$ cat src/hdl/misbehaviour_report_table_macros.svh
// Assertion macros shared by the misbehaviour report table modules.
`ifndef MISBEHAVIOUR_REPORT_TABLE_MACROS_SVH
`define MISBEHAVIOUR_REPORT_TABLE_MACROS_SVH
`ifndef SYNTH
// Concurrent check on an explicit clock and active-low reset.
`define MRT_ASSERT_AT(name, clk, rstn, prop) \
  name: assert property (@(posedge clk) disable iff (!rstn) (prop)) \
    else $error("%m: check failed");
// Concurrent check on the block clock and reset.
`define MRT_ASSERT(name, prop) `MRT_ASSERT_AT(name, clk_i, rst_ni, prop)
`else
`define MRT_ASSERT_AT(name, clk, rstn, prop)
`define MRT_ASSERT(name, prop)
`endif
`endif

$ cat src/hdl/mrt_pkg.sv
// Types, codes and microcode program of the misbehaviour report table.
package mrt_pkg;

  localparam int unsigned TABLE_DEPTH_DEF = 16;
  localparam int unsigned ID_W   = 64;
  localparam int unsigned TICK_W = 32;
  localparam int unsigned CFG_W  = 32;
  localparam int unsigned S_DATA_W = 96;  // suspect_id, now_ticks
  localparam int unsigned M_DATA_W = 72;  // reported_id, is_new, has_entry, pad
  localparam logic [CFG_W-1:0] PERIOD_RESET = CFG_W'(1000);

  // Register indexes
  localparam logic REG_COLLECTION_PERIOD = 1'b0;
  localparam logic REG_GRACE_PERIOD      = 1'b1;

  // Operation and result kind codes
  localparam logic OP_REPORT    = 1'b0;
  localparam logic OP_COLLECT   = 1'b1;
  localparam logic KIND_ANSWER  = 1'b0;
  localparam logic KIND_COLLECT = 1'b1;

  localparam int unsigned STEP_W = 3;
  typedef logic [STEP_W-1:0] step_t;

  localparam step_t ST_IDLE     = 3'd0;
  localparam step_t ST_DISPATCH = 3'd1;
  localparam step_t ST_R_ADDR   = 3'd2;
  localparam step_t ST_R_CMP    = 3'd3;
  localparam step_t ST_R_ANS    = 3'd4;
  localparam step_t ST_C_ADDR   = 3'd5;
  localparam step_t ST_C_EVAL   = 3'd6;
  localparam step_t ST_C_END    = 3'd7;

  typedef enum logic [2:0] {
    C_ALWAYS,
    C_NO_INPUT,
    C_COLLECT,
    C_SCAN_DONE,
    C_NO_MATCH
  } cond_e;

  typedef enum logic [2:0] {
    A_NONE,
    A_LATCH,
    A_MATCH,
    A_ANSWER,
    A_EVAL,
    A_FINISH
  } act_e;

  typedef struct packed {
    cond_e cond;
    step_t target;
    act_e  act;
  } ucode_t;

  typedef struct packed {
    logic collect;
    logic scan_done;
    logic match;
    logic hold;
  } status_t;

  // Control store: jump to target when cond holds, else fall through.
  function automatic ucode_t ucode_rom(step_t step);
    ucode_t w;
    unique case (step)
      ST_IDLE:     w = '{cond: C_NO_INPUT,  target: ST_IDLE,   act: A_LATCH};
      ST_DISPATCH: w = '{cond: C_COLLECT,   target: ST_C_ADDR, act: A_NONE};
      ST_R_ADDR:   w = '{cond: C_SCAN_DONE, target: ST_R_ANS,  act: A_NONE};
      ST_R_CMP:    w = '{cond: C_NO_MATCH,  target: ST_R_ADDR, act: A_MATCH};
      ST_R_ANS:    w = '{cond: C_ALWAYS,    target: ST_IDLE,   act: A_ANSWER};
      ST_C_ADDR:   w = '{cond: C_SCAN_DONE, target: ST_C_END,  act: A_NONE};
      ST_C_EVAL:   w = '{cond: C_ALWAYS,    target: ST_C_ADDR, act: A_EVAL};
      ST_C_END:    w = '{cond: C_ALWAYS,    target: ST_IDLE,   act: A_FINISH};
      default:     w = '{cond: C_ALWAYS,    target: ST_IDLE,   act: A_NONE};
    endcase
    return w;
  endfunction

endpackage

$ cat src/hdl/misbehaviour_report_table.sv
// Misbehaviour report table: top level with the microcode sequencer.
// A report reads and compares the stored entries in order until the identifier matches
// or all n stored entries are checked; a collect evaluates every one of the n stored
// entries. The microcode spends one step issuing a table read and one step evaluating
// it for each entry, since the table memory has a registered read. The sequencer stalls
// only while the result register waits for the downstream side. The input is taken only
// in the idle step; a finished result may still be waiting in the output register when
// the next item enters.
// The table holds up to TABLE_DEPTH entries and needs no clearing pass after reset.
module misbehaviour_report_table #(
  parameter int unsigned TABLE_DEPTH = mrt_pkg::TABLE_DEPTH_DEF
) (
  input  logic                          clk_i,
  input  logic                          rst_ni,
  input  logic                          cfg_we_i,
  input  logic                          cfg_addr_i,
  input  logic [mrt_pkg::CFG_W-1:0]     cfg_wdata_i,
  input  logic                          s_axis_tvalid,
  output logic                          s_axis_tready,
  input  logic [mrt_pkg::S_DATA_W-1:0]  s_axis_tdata,  // suspect_id, now_ticks
  input  logic [0:0]                    s_axis_tuser,  // operation
  output logic                          m_axis_tvalid,
  input  logic                          m_axis_tready,
  output logic [mrt_pkg::M_DATA_W-1:0]  m_axis_tdata,  // reported_id, is_new, has_entry
  output logic [0:0]                    m_axis_tuser,  // result_kind
  output logic                          m_axis_tlast
);
  import mrt_pkg::*;

  step_t   pc_q, pc_d;
  ucode_t  uw;
  status_t st;
  logic    taken;
  logic    out_kind, out_new, out_has;
  logic [ID_W-1:0] out_id;

  assign uw = ucode_rom(pc_q);

  always_comb begin
    unique case (uw.cond)
      C_ALWAYS:    taken = 1'b1;
      C_NO_INPUT:  taken = !s_axis_tvalid;
      C_COLLECT:   taken = st.collect;
      C_SCAN_DONE: taken = st.scan_done;
      C_NO_MATCH:  taken = !st.match;
      default:     taken = 1'b0;
    endcase
  end

  // Hold the step while a result is due but the result register is busy
  always_comb begin
    if (st.hold) begin
      pc_d = pc_q;
    end else if (taken) begin
      pc_d = uw.target;
    end else begin
      pc_d = pc_q + STEP_W'(1);
    end
  end

  always_ff @(posedge clk_i or negedge rst_ni) begin
    if (!rst_ni) begin
      pc_q <= ST_IDLE;
    end else begin
      pc_q <= pc_d;
    end
  end

  assign s_axis_tready = (pc_q == ST_IDLE);

  mrt_datapath #(
    .TABLE_DEPTH (TABLE_DEPTH)
  ) u_datapath (
    .clk_i       (clk_i),
    .rst_ni      (rst_ni),
    .cfg_we_i    (cfg_we_i),
    .cfg_addr_i  (cfg_addr_i),
    .cfg_wdata_i (cfg_wdata_i),
    .act_i       (uw.act),
    .in_valid_i  (s_axis_tvalid),
    .in_op_i     (s_axis_tuser[0]),
    .in_id_i     (s_axis_tdata[ID_W-1:0]),
    .in_now_i    (s_axis_tdata[ID_W +: TICK_W]),
    .status_o    (st),
    .out_valid_o (m_axis_tvalid),
    .out_ready_i (m_axis_tready),
    .out_kind_o  (out_kind),
    .out_id_o    (out_id),
    .out_new_o   (out_new),
    .out_has_o   (out_has),
    .out_last_o  (m_axis_tlast)
  );

  assign m_axis_tdata = {(M_DATA_W - ID_W - 2)'(0), out_has, out_new, out_id};
  assign m_axis_tuser = out_kind;

`include "misbehaviour_report_table_macros.svh"

  `MRT_ASSERT(a_accept_dispatches, (s_axis_tvalid && s_axis_tready) |=> pc_q == ST_DISPATCH)
  `MRT_ASSERT(a_hold_keeps_step, st.hold |=> pc_q == $past(pc_q))
  `MRT_ASSERT(a_busy_not_ready, (pc_q != ST_IDLE) |-> !s_axis_tready)

endmodule

$ cat src/hdl/mrt_datapath.sv
// Table memories, scan counters, config registers and result register.
module mrt_datapath #(
  parameter int unsigned TABLE_DEPTH = mrt_pkg::TABLE_DEPTH_DEF
) (
  input  logic                      clk_i,
  input  logic                      rst_ni,
  input  logic                      cfg_we_i,
  input  logic                      cfg_addr_i,
  input  logic [mrt_pkg::CFG_W-1:0] cfg_wdata_i,
  input  mrt_pkg::act_e             act_i,
  input  logic                      in_valid_i,
  input  logic                      in_op_i,
  input  logic [mrt_pkg::ID_W-1:0]  in_id_i,
  input  logic [mrt_pkg::TICK_W-1:0] in_now_i,
  output mrt_pkg::status_t          status_o,
  output logic                      out_valid_o,
  input  logic                      out_ready_i,
  output logic                      out_kind_o,
  output logic [mrt_pkg::ID_W-1:0]  out_id_o,
  output logic                      out_new_o,
  output logic                      out_has_o,
  output logic                      out_last_o
);
  import mrt_pkg::*;

  localparam int unsigned CW = $clog2(TABLE_DEPTH + 1);
  localparam int unsigned IW = (TABLE_DEPTH > 1) ? $clog2(TABLE_DEPTH) : 1;
  localparam logic [CW-1:0] DEPTH_C = CW'(TABLE_DEPTH);

  logic [ID_W-1:0]   id_mem [TABLE_DEPTH];
  logic [TICK_W-1:0] rs_mem [TABLE_DEPTH];
  logic [TICK_W-1:0] ms_mem [TABLE_DEPTH];

  logic [CFG_W-1:0]  cp_q, gp_q;
  logic              op_q;
  logic [ID_W-1:0]   sid_q;
  logic [TICK_W-1:0] now_q;
  logic [CW-1:0]     count_q, idx_q, keep_q;
  logic              hit_q, pend_valid_q;
  logic [ID_W-1:0]   pend_id_q;
  logic [ID_W-1:0]   rd_id_q;
  logic [TICK_W-1:0] rd_rs_q, rd_ms_q;
  logic              out_valid_q, out_kind_q, out_new_q, out_has_q, out_last_q;
  logic [ID_W-1:0]   out_id_q;

  logic              match, due, drop, out_free, hold, go;
  logic [TICK_W-1:0] report_age, misbehave_age;
  logic [TICK_W:0]   drop_limit;
  logic              wr_en;
  logic [IW-1:0]     wr_addr;
  logic [ID_W-1:0]   wr_id;
  logic [TICK_W-1:0] wr_rs, wr_ms;
  logic              emit, e_kind, e_new, e_has, e_last;
  logic [ID_W-1:0]   e_id;

  assign match         = (rd_id_q == sid_q);
  assign report_age    = now_q - rd_rs_q;
  assign misbehave_age = now_q - rd_ms_q;
  assign due           = report_age > cp_q;
  assign drop_limit    = {1'b0, cp_q} + {1'b0, gp_q};
  assign drop          = {1'b0, misbehave_age} > drop_limit;
  assign out_free      = !out_valid_q || out_ready_i;

  always_comb begin
    unique case (act_i)
      A_ANSWER, A_FINISH: hold = !out_free;
      A_EVAL:             hold = due && pend_valid_q && !out_free;
      default:            hold = 1'b0;
    endcase
  end
  assign go = !hold;

  assign status_o = '{collect: (op_q == OP_COLLECT), scan_done: (idx_q == count_q),
                      match: match, hold: hold};

  // Memory write port and result selection
  always_comb begin
    wr_en   = 1'b0;
    wr_addr = idx_q[IW-1:0];
    wr_id   = rd_id_q;
    wr_rs   = rd_rs_q;
    wr_ms   = rd_ms_q;
    emit    = 1'b0;
    e_kind  = KIND_ANSWER;
    e_id    = '0;
    e_new   = 1'b0;
    e_has   = 1'b0;
    e_last  = 1'b0;
    unique case (act_i)
      A_MATCH: begin
        wr_en = match;
        wr_ms = now_q;
      end
      A_ANSWER: begin
        wr_en   = go && !hit_q && (count_q < DEPTH_C);
        wr_addr = count_q[IW-1:0];
        wr_id   = sid_q;
        wr_rs   = now_q;
        wr_ms   = now_q;
        emit    = go;
        e_new   = !hit_q;
        e_last  = 1'b1;
      end
      A_EVAL: begin
        wr_en   = go && !drop;
        wr_addr = keep_q[IW-1:0];
        wr_rs   = due ? now_q : rd_rs_q;
        emit    = go && due && pend_valid_q;
        e_kind  = KIND_COLLECT;
        e_id    = pend_id_q;
        e_has   = 1'b1;
      end
      A_FINISH: begin
        emit   = go;
        e_kind = KIND_COLLECT;
        e_id   = pend_valid_q ? pend_id_q : '0;
        e_has  = pend_valid_q;
        e_last = 1'b1;
      end
      default: begin
      end
    endcase
  end

  always_ff @(posedge clk_i) begin
    if (wr_en) begin
      id_mem[wr_addr] <= wr_id;
      rs_mem[wr_addr] <= wr_rs;
      ms_mem[wr_addr] <= wr_ms;
    end
    rd_id_q <= id_mem[idx_q[IW-1:0]];
    rd_rs_q <= rs_mem[idx_q[IW-1:0]];
    rd_ms_q <= ms_mem[idx_q[IW-1:0]];
  end

  always_ff @(posedge clk_i or negedge rst_ni) begin
    if (!rst_ni) begin
      cp_q         <= PERIOD_RESET;
      gp_q         <= PERIOD_RESET;
      op_q         <= OP_REPORT;
      count_q      <= '0;
      idx_q        <= '0;
      keep_q       <= '0;
      hit_q        <= 1'b0;
      pend_valid_q <= 1'b0;
      out_valid_q  <= 1'b0;
    end else begin
      if (cfg_we_i) begin
        unique case (cfg_addr_i)
          REG_COLLECTION_PERIOD: cp_q <= cfg_wdata_i;
          REG_GRACE_PERIOD:      gp_q <= cfg_wdata_i;
          default: begin
          end
        endcase
      end
      if (emit) begin
        out_valid_q <= 1'b1;
      end else if (out_ready_i) begin
        out_valid_q <= 1'b0;
      end
      unique case (act_i)
        A_LATCH: begin
          if (in_valid_i) begin
            op_q         <= in_op_i;
            idx_q        <= '0;
            keep_q       <= '0;
            hit_q        <= 1'b0;
            pend_valid_q <= 1'b0;
          end
        end
        A_MATCH: begin
          idx_q <= idx_q + CW'(1);
          if (match) hit_q <= 1'b1;
        end
        A_ANSWER: begin
          if (go && !hit_q && (count_q < DEPTH_C)) count_q <= count_q + CW'(1);
        end
        A_EVAL: begin
          if (go) begin
            idx_q <= idx_q + CW'(1);
            if (!drop) keep_q <= keep_q + CW'(1);
            if (due) pend_valid_q <= 1'b1;
          end
        end
        A_FINISH: begin
          if (go) count_q <= keep_q;
        end
        default: begin
        end
      endcase
    end
  end

  // Payload registers
  always_ff @(posedge clk_i) begin
    if (act_i == A_LATCH && in_valid_i) begin
      sid_q <= in_id_i;
      now_q <= in_now_i;
    end
    if (act_i == A_EVAL && go && due) pend_id_q <= rd_id_q;
    if (emit) begin
      out_kind_q <= e_kind;
      out_id_q   <= e_id;
      out_new_q  <= e_new;
      out_has_q  <= e_has;
      out_last_q <= e_last;
    end
  end

  assign out_valid_o = out_valid_q;
  assign out_kind_o  = out_kind_q;
  assign out_id_o    = out_id_q;
  assign out_new_o   = out_new_q;
  assign out_has_o   = out_has_q;
  assign out_last_o  = out_last_q;

`include "misbehaviour_report_table_macros.svh"

  `MRT_ASSERT(a_count_bounded, count_q <= DEPTH_C)
  `MRT_ASSERT(a_keep_behind_scan, keep_q <= idx_q)
  `MRT_ASSERT(a_hold_blocks_write, hold |-> !wr_en && !emit)
  `MRT_ASSERT(a_finish_sets_count, (act_i == A_FINISH && go) |=> count_q == $past(keep_q))

endmodule
$ cat config.mk
export PLATFORM = sky130hd
export DESIGN_NAME = misbehaviour_report_table
export DESIGN_NICKNAME = d
export VERILOG_FILES = /design/src/hdl/mrt_pkg.sv /design/src/hdl/misbehaviour_report_table.sv /design/src/hdl/mrt_datapath.sv
export VERILOG_INCLUDE_DIRS = /design/src /design/src/hdl
export SDC_FILE = /design/constraint.sdc
export NUM_CORES = 2
export LEC_CHECK = 0
export BUFFER_PORTS_ARGS = -buffer_cell sky130_fd_sc_hd__clkbuf_2
export CELL_PAD_IN_SITES_DETAIL_PLACEMENT = 1
export CELL_PAD_IN_SITES_GLOBAL_PLACEMENT = 1
export CORE_MARGIN = 10
export CORE_UTILIZATION = 40
export CTS_BUF_LIST = sky130_fd_sc_hd__clkbuf_8
export CTS_CLUSTER_DIAMETER = 100
export DETAILED_ROUTE_END_ITERATION = 6
export GPL_TIMING_DRIVEN = 1
export PLACE_DENSITY_LB_ADDON = 0.1
export SLEW_MARGIN = 40
export SYNTH_ARGS = -nofsm -noshare
export SYNTH_HDL_FRONTEND = slang
export SYNTH_HIERARCHICAL = 1
export SYNTH_SLANG_ARGS = --single-unit
$ cat constraint.sdc
create_clock -name clk_i -period 20.9 [get_ports clk_i]
set_input_delay 1.045 -clock clk_i [delete_from_list [all_inputs] [get_ports clk_i]]
set_output_delay 1.045 -clock clk_i [all_outputs]
set_load 0.05 [all_outputs]
==> metrics <==
status complete, no violations; utilization after layout 46.2%; Worst Setup End Kind flop; maximum clock path buffer count 4; post-synth top area share ~70%; Post-synth EDFFs approximately 2300; Crit Path Max Fanout 38; Top Ports between 200 and 250; Reg clk slew, reported paths approximately 70 ps; CTS root buf clkbuf_8; Fmax between 100 and 150 MHz; # fillers roughly 23000; Seq/Total Area, Yosys 73.8%; Worst Setup Start Kind flop; Gate power share a little over a third; area growth from synthesis to layout 14.8%; setup TNS 0 ps; htree depth 5; Antenna Nets Post-Route 0; synth top area cells edfxtp_1 69%, mux4_2 15%, dfxtp_1 2.6%; WS Path Type reg -> reg; Core ar. 0.246 mm^2; main flop type after synthesis edfxtp_1; Vert. Die Dim 517 um; switching share of total power about a third; CTS tree yes; WP data arrival 9490 ps; Post-Syn Instances around 5000; Slew HR between 30% and 40%; Post-DP HPWL around 160 mm; Total Routed Length around 280 mm; vias in the first global route between 50000 and 60000; vias between 50000 and 60000; clock share of power roughly 23%; fraction of registers with async set/reset ~3.5%; vias per inst around 5.5; PwrDens ~160 mW/mm^2; Yosys reg bits between 2000 and 2500; Final Max Tran Viols 0; initial antenna violation count 24; Final nets 5878; IO buf count roughly 200; DIE AREA between 0.2 and 0.3 mm^2; data required time of the critical path 21550 ps; Pwr Total approximately 19 mW; RSZ-0062 raised after global routing false; design internal power between 10 and 15 mW; Final period util between 40% and 50%; Clock Sinks around 2500; Netlist Area Pre-Place a little under 0.1 mm^2; Tot GR Track Use 20.4%; floorplan row count between 150 and 200; fraction of layout cells with a size suffix above 1 28.3%; Initial DRC Count between 4000 and 5000; Post-CTS Resized 0; most common cell in the synthesized netlist edfxtp_1; final worst path period need 8840 ps; min-delay worst type in -> reg; CTS Buf Count about 430; register share of total power approximately two fifths; Final Hold Viols 0; synth warn 6; Layout Skew between 90 and 100 ps; Lkg Pwr about 38 nW; Final Setup Violations 0; Sw Pwr 6.57 mW; Post-synth top cells 2276 x edfxtp_1, 640 x mux4_2, 355 x nand2_1; DIE WIDTH just over 500 um; DRC 0; placer congestion estimate approximately 0.77; MaxCap Viol Count 0; Synth area leader edfxtp_1; first-pass GRT wire length between 300 and 400 mm; largest net degree at the start of global routing around 120; GRT overflow 0; Wirelength per Cell around 30 um; syn_area_per_cell 19.8 um^2; Yosys cell types between 80 and 90; Clk Latency, worst-skew pair about 1100 ps; initial core utilization between 40 and 50%; VDD IR max 0.113 mV; drt first pass iters 5; Tightest Pin Transition 934 ps
cell usage in the layout, fill, tap and decap left out, drive strengths merged, types with 83 or more instances in the layout:
cell	netlist	final
buf	71	156
nor2	83	83
clkbuf	146	697
mux4	640	640
ha	165	165
inv	133	295
dfxtp	128	128
edfxtp	2276	2276
xor2	90	90
o21ai	149	149
a21oi	120	120
clkinv	0	90
nand2	355	355
cell families (layout without fill, tap and decap cells):
family / after synthesis / after routing / synth area share, %
XOR/XNOR: 152 / 152 / 1.35
other: 1 / 15 / 0.00379
AO/OA/AOI/OAI: 458 / 458 / 2.96
AND/OR/NAND/NOR: 695 / 695 / 3.28
buffers and inverters: 350 / 1264 / 1.37
multiplexers: 684 / 684 / 15.1
flip-flops: 2490 / 2490 / 73.8
adder cells (fa/ha/maj): 168 / 168 / 2.15
per-stage QoR:
step	setup slack (ps)	cell area (um^2)	cells	hold WS, ps
6_report	12060	114000	9238	121
5_1_grt	11340	114000	9236	34.4
4_1_cts	11910	114000	9226	8.86
3_5_place_dp	12030	105000	8454	466
3_3_place_gp	12040	105000	8443	469
2_1_floorplan	6990	99000	5003	447
power by group through the flow:
stage / combinational [mW] / sequential [mW] / clock [mW]
after floorplan: 4.11 / 7.81 / 0
after global placement: 6.56 / 7.74 / 0
after detailed placement: 6.75 / 7.73 / 0
after CTS: 6.78 / 7.64 / 4.45
after global routing: 7.26 / 7.69 / 4.66
final: 6.65 / 7.64 / 4.32
critical path: stages, from the launching register on:
cell	delay, ps
edfxtp_1	440
inv_1	120
ha_1	180
inv_1	60
fa_1	400
a21oi_1	220
a2bb2oi_1	350
a211oi_1	210
o21ai_0	360
a31oi_1	190
a21oi_1	340
o31ai_1	140
a21oi_1	200
xnor2_1	140
ha_1	260
nand4_1	180
nor2_1	70
a221oi_1	290
or3b_1	470
a2111oi_4	440
o21ai_2	210
o221ai_1	320
nand2b_1	480
nor2_4	750
buf_4	760
buf_4	750
layer usage:
layer  routed length [um]  GRT usage, %
met1               124000          29.1
met2               131000          32.7
met4                 7150          5.44
met5                   13             0
met3                13300          3.07
sequential cells by signal (all words and copies together), names as in the netlist, 32 cells and up:
name / flops
u_datapath/rs_mem: 512
u_datapath/out_id_o: 64
u_datapath/rd_rs_q: 32
u_datapath/pend_id_q: 64
u_datapath/ms_mem: 512
u_datapath/sid_q: 64
u_datapath/cp_q: 32
u_datapath/gp_q: 32
u_datapath/now_q: 32
u_datapath/rd_id_q: 64
u_datapath/rd_ms_q: 32
u_datapath/id_mem: 1024
repair_timing:
| action | in CTS | in global routing |
|---|---|---|
| hold buffers | 1 | 0 |
| endpoints found under the hold margin | 42 | 0 |
| setup buffers | 0 | 0 |
layout make-up:
class | instances | area (um^2) | area share, %
multi-input cells | 2163 | 24800 | 21.9
well taps | 3312 | 4140 | 3.65
diodes | 9 | 22.5 | 0.0198
repair buffers | 360 | 2660 | 2.34
inverters | 133 | 504 | 0.444
clock buffers | 494 | 6800 | 5.98
clock inverters | 277 | 1580 | 1.39
flip-flops and latches | 2490 | 73100 | 64.3
worst paths after layout:
| check | start | depth (start not counted) | slack, ps | end |
|---|---|---|---|---|
| min in group asynchronous | rst_ni | 2 | 530 | u_datapath/gp_q[12]$_DFFE_PN0P_ |
| hold / removal | s_axis_tdata[55] | 1 | 120 | u_datapath/sid_q[55]$_DFFE_PP_ |
| hold reg to reg | u_datapath/op_q$_DFFE_PN0P_ | 2 | 490 | u_datapath/op_q$_DFFE_PN0P_ |
| setup / recovery | u_datapath/now_q[0]$_DFFE_PP_ | 25 | 12060 | u_datapath/rs_mem[14][13]$_DFFE_PP_ |
| setup reg to reg | u_datapath/now_q[0]$_DFFE_PP_ | 25 | 12060 | u_datapath/rs_mem[14][13]$_DFFE_PP_ |
| max in group asynchronous | rst_ni | 3 | 19080 | u_datapath/idx_q[0]$_DFFE_PN0P_ |
No activity file was read; power rests on OpenSTA's default activity.
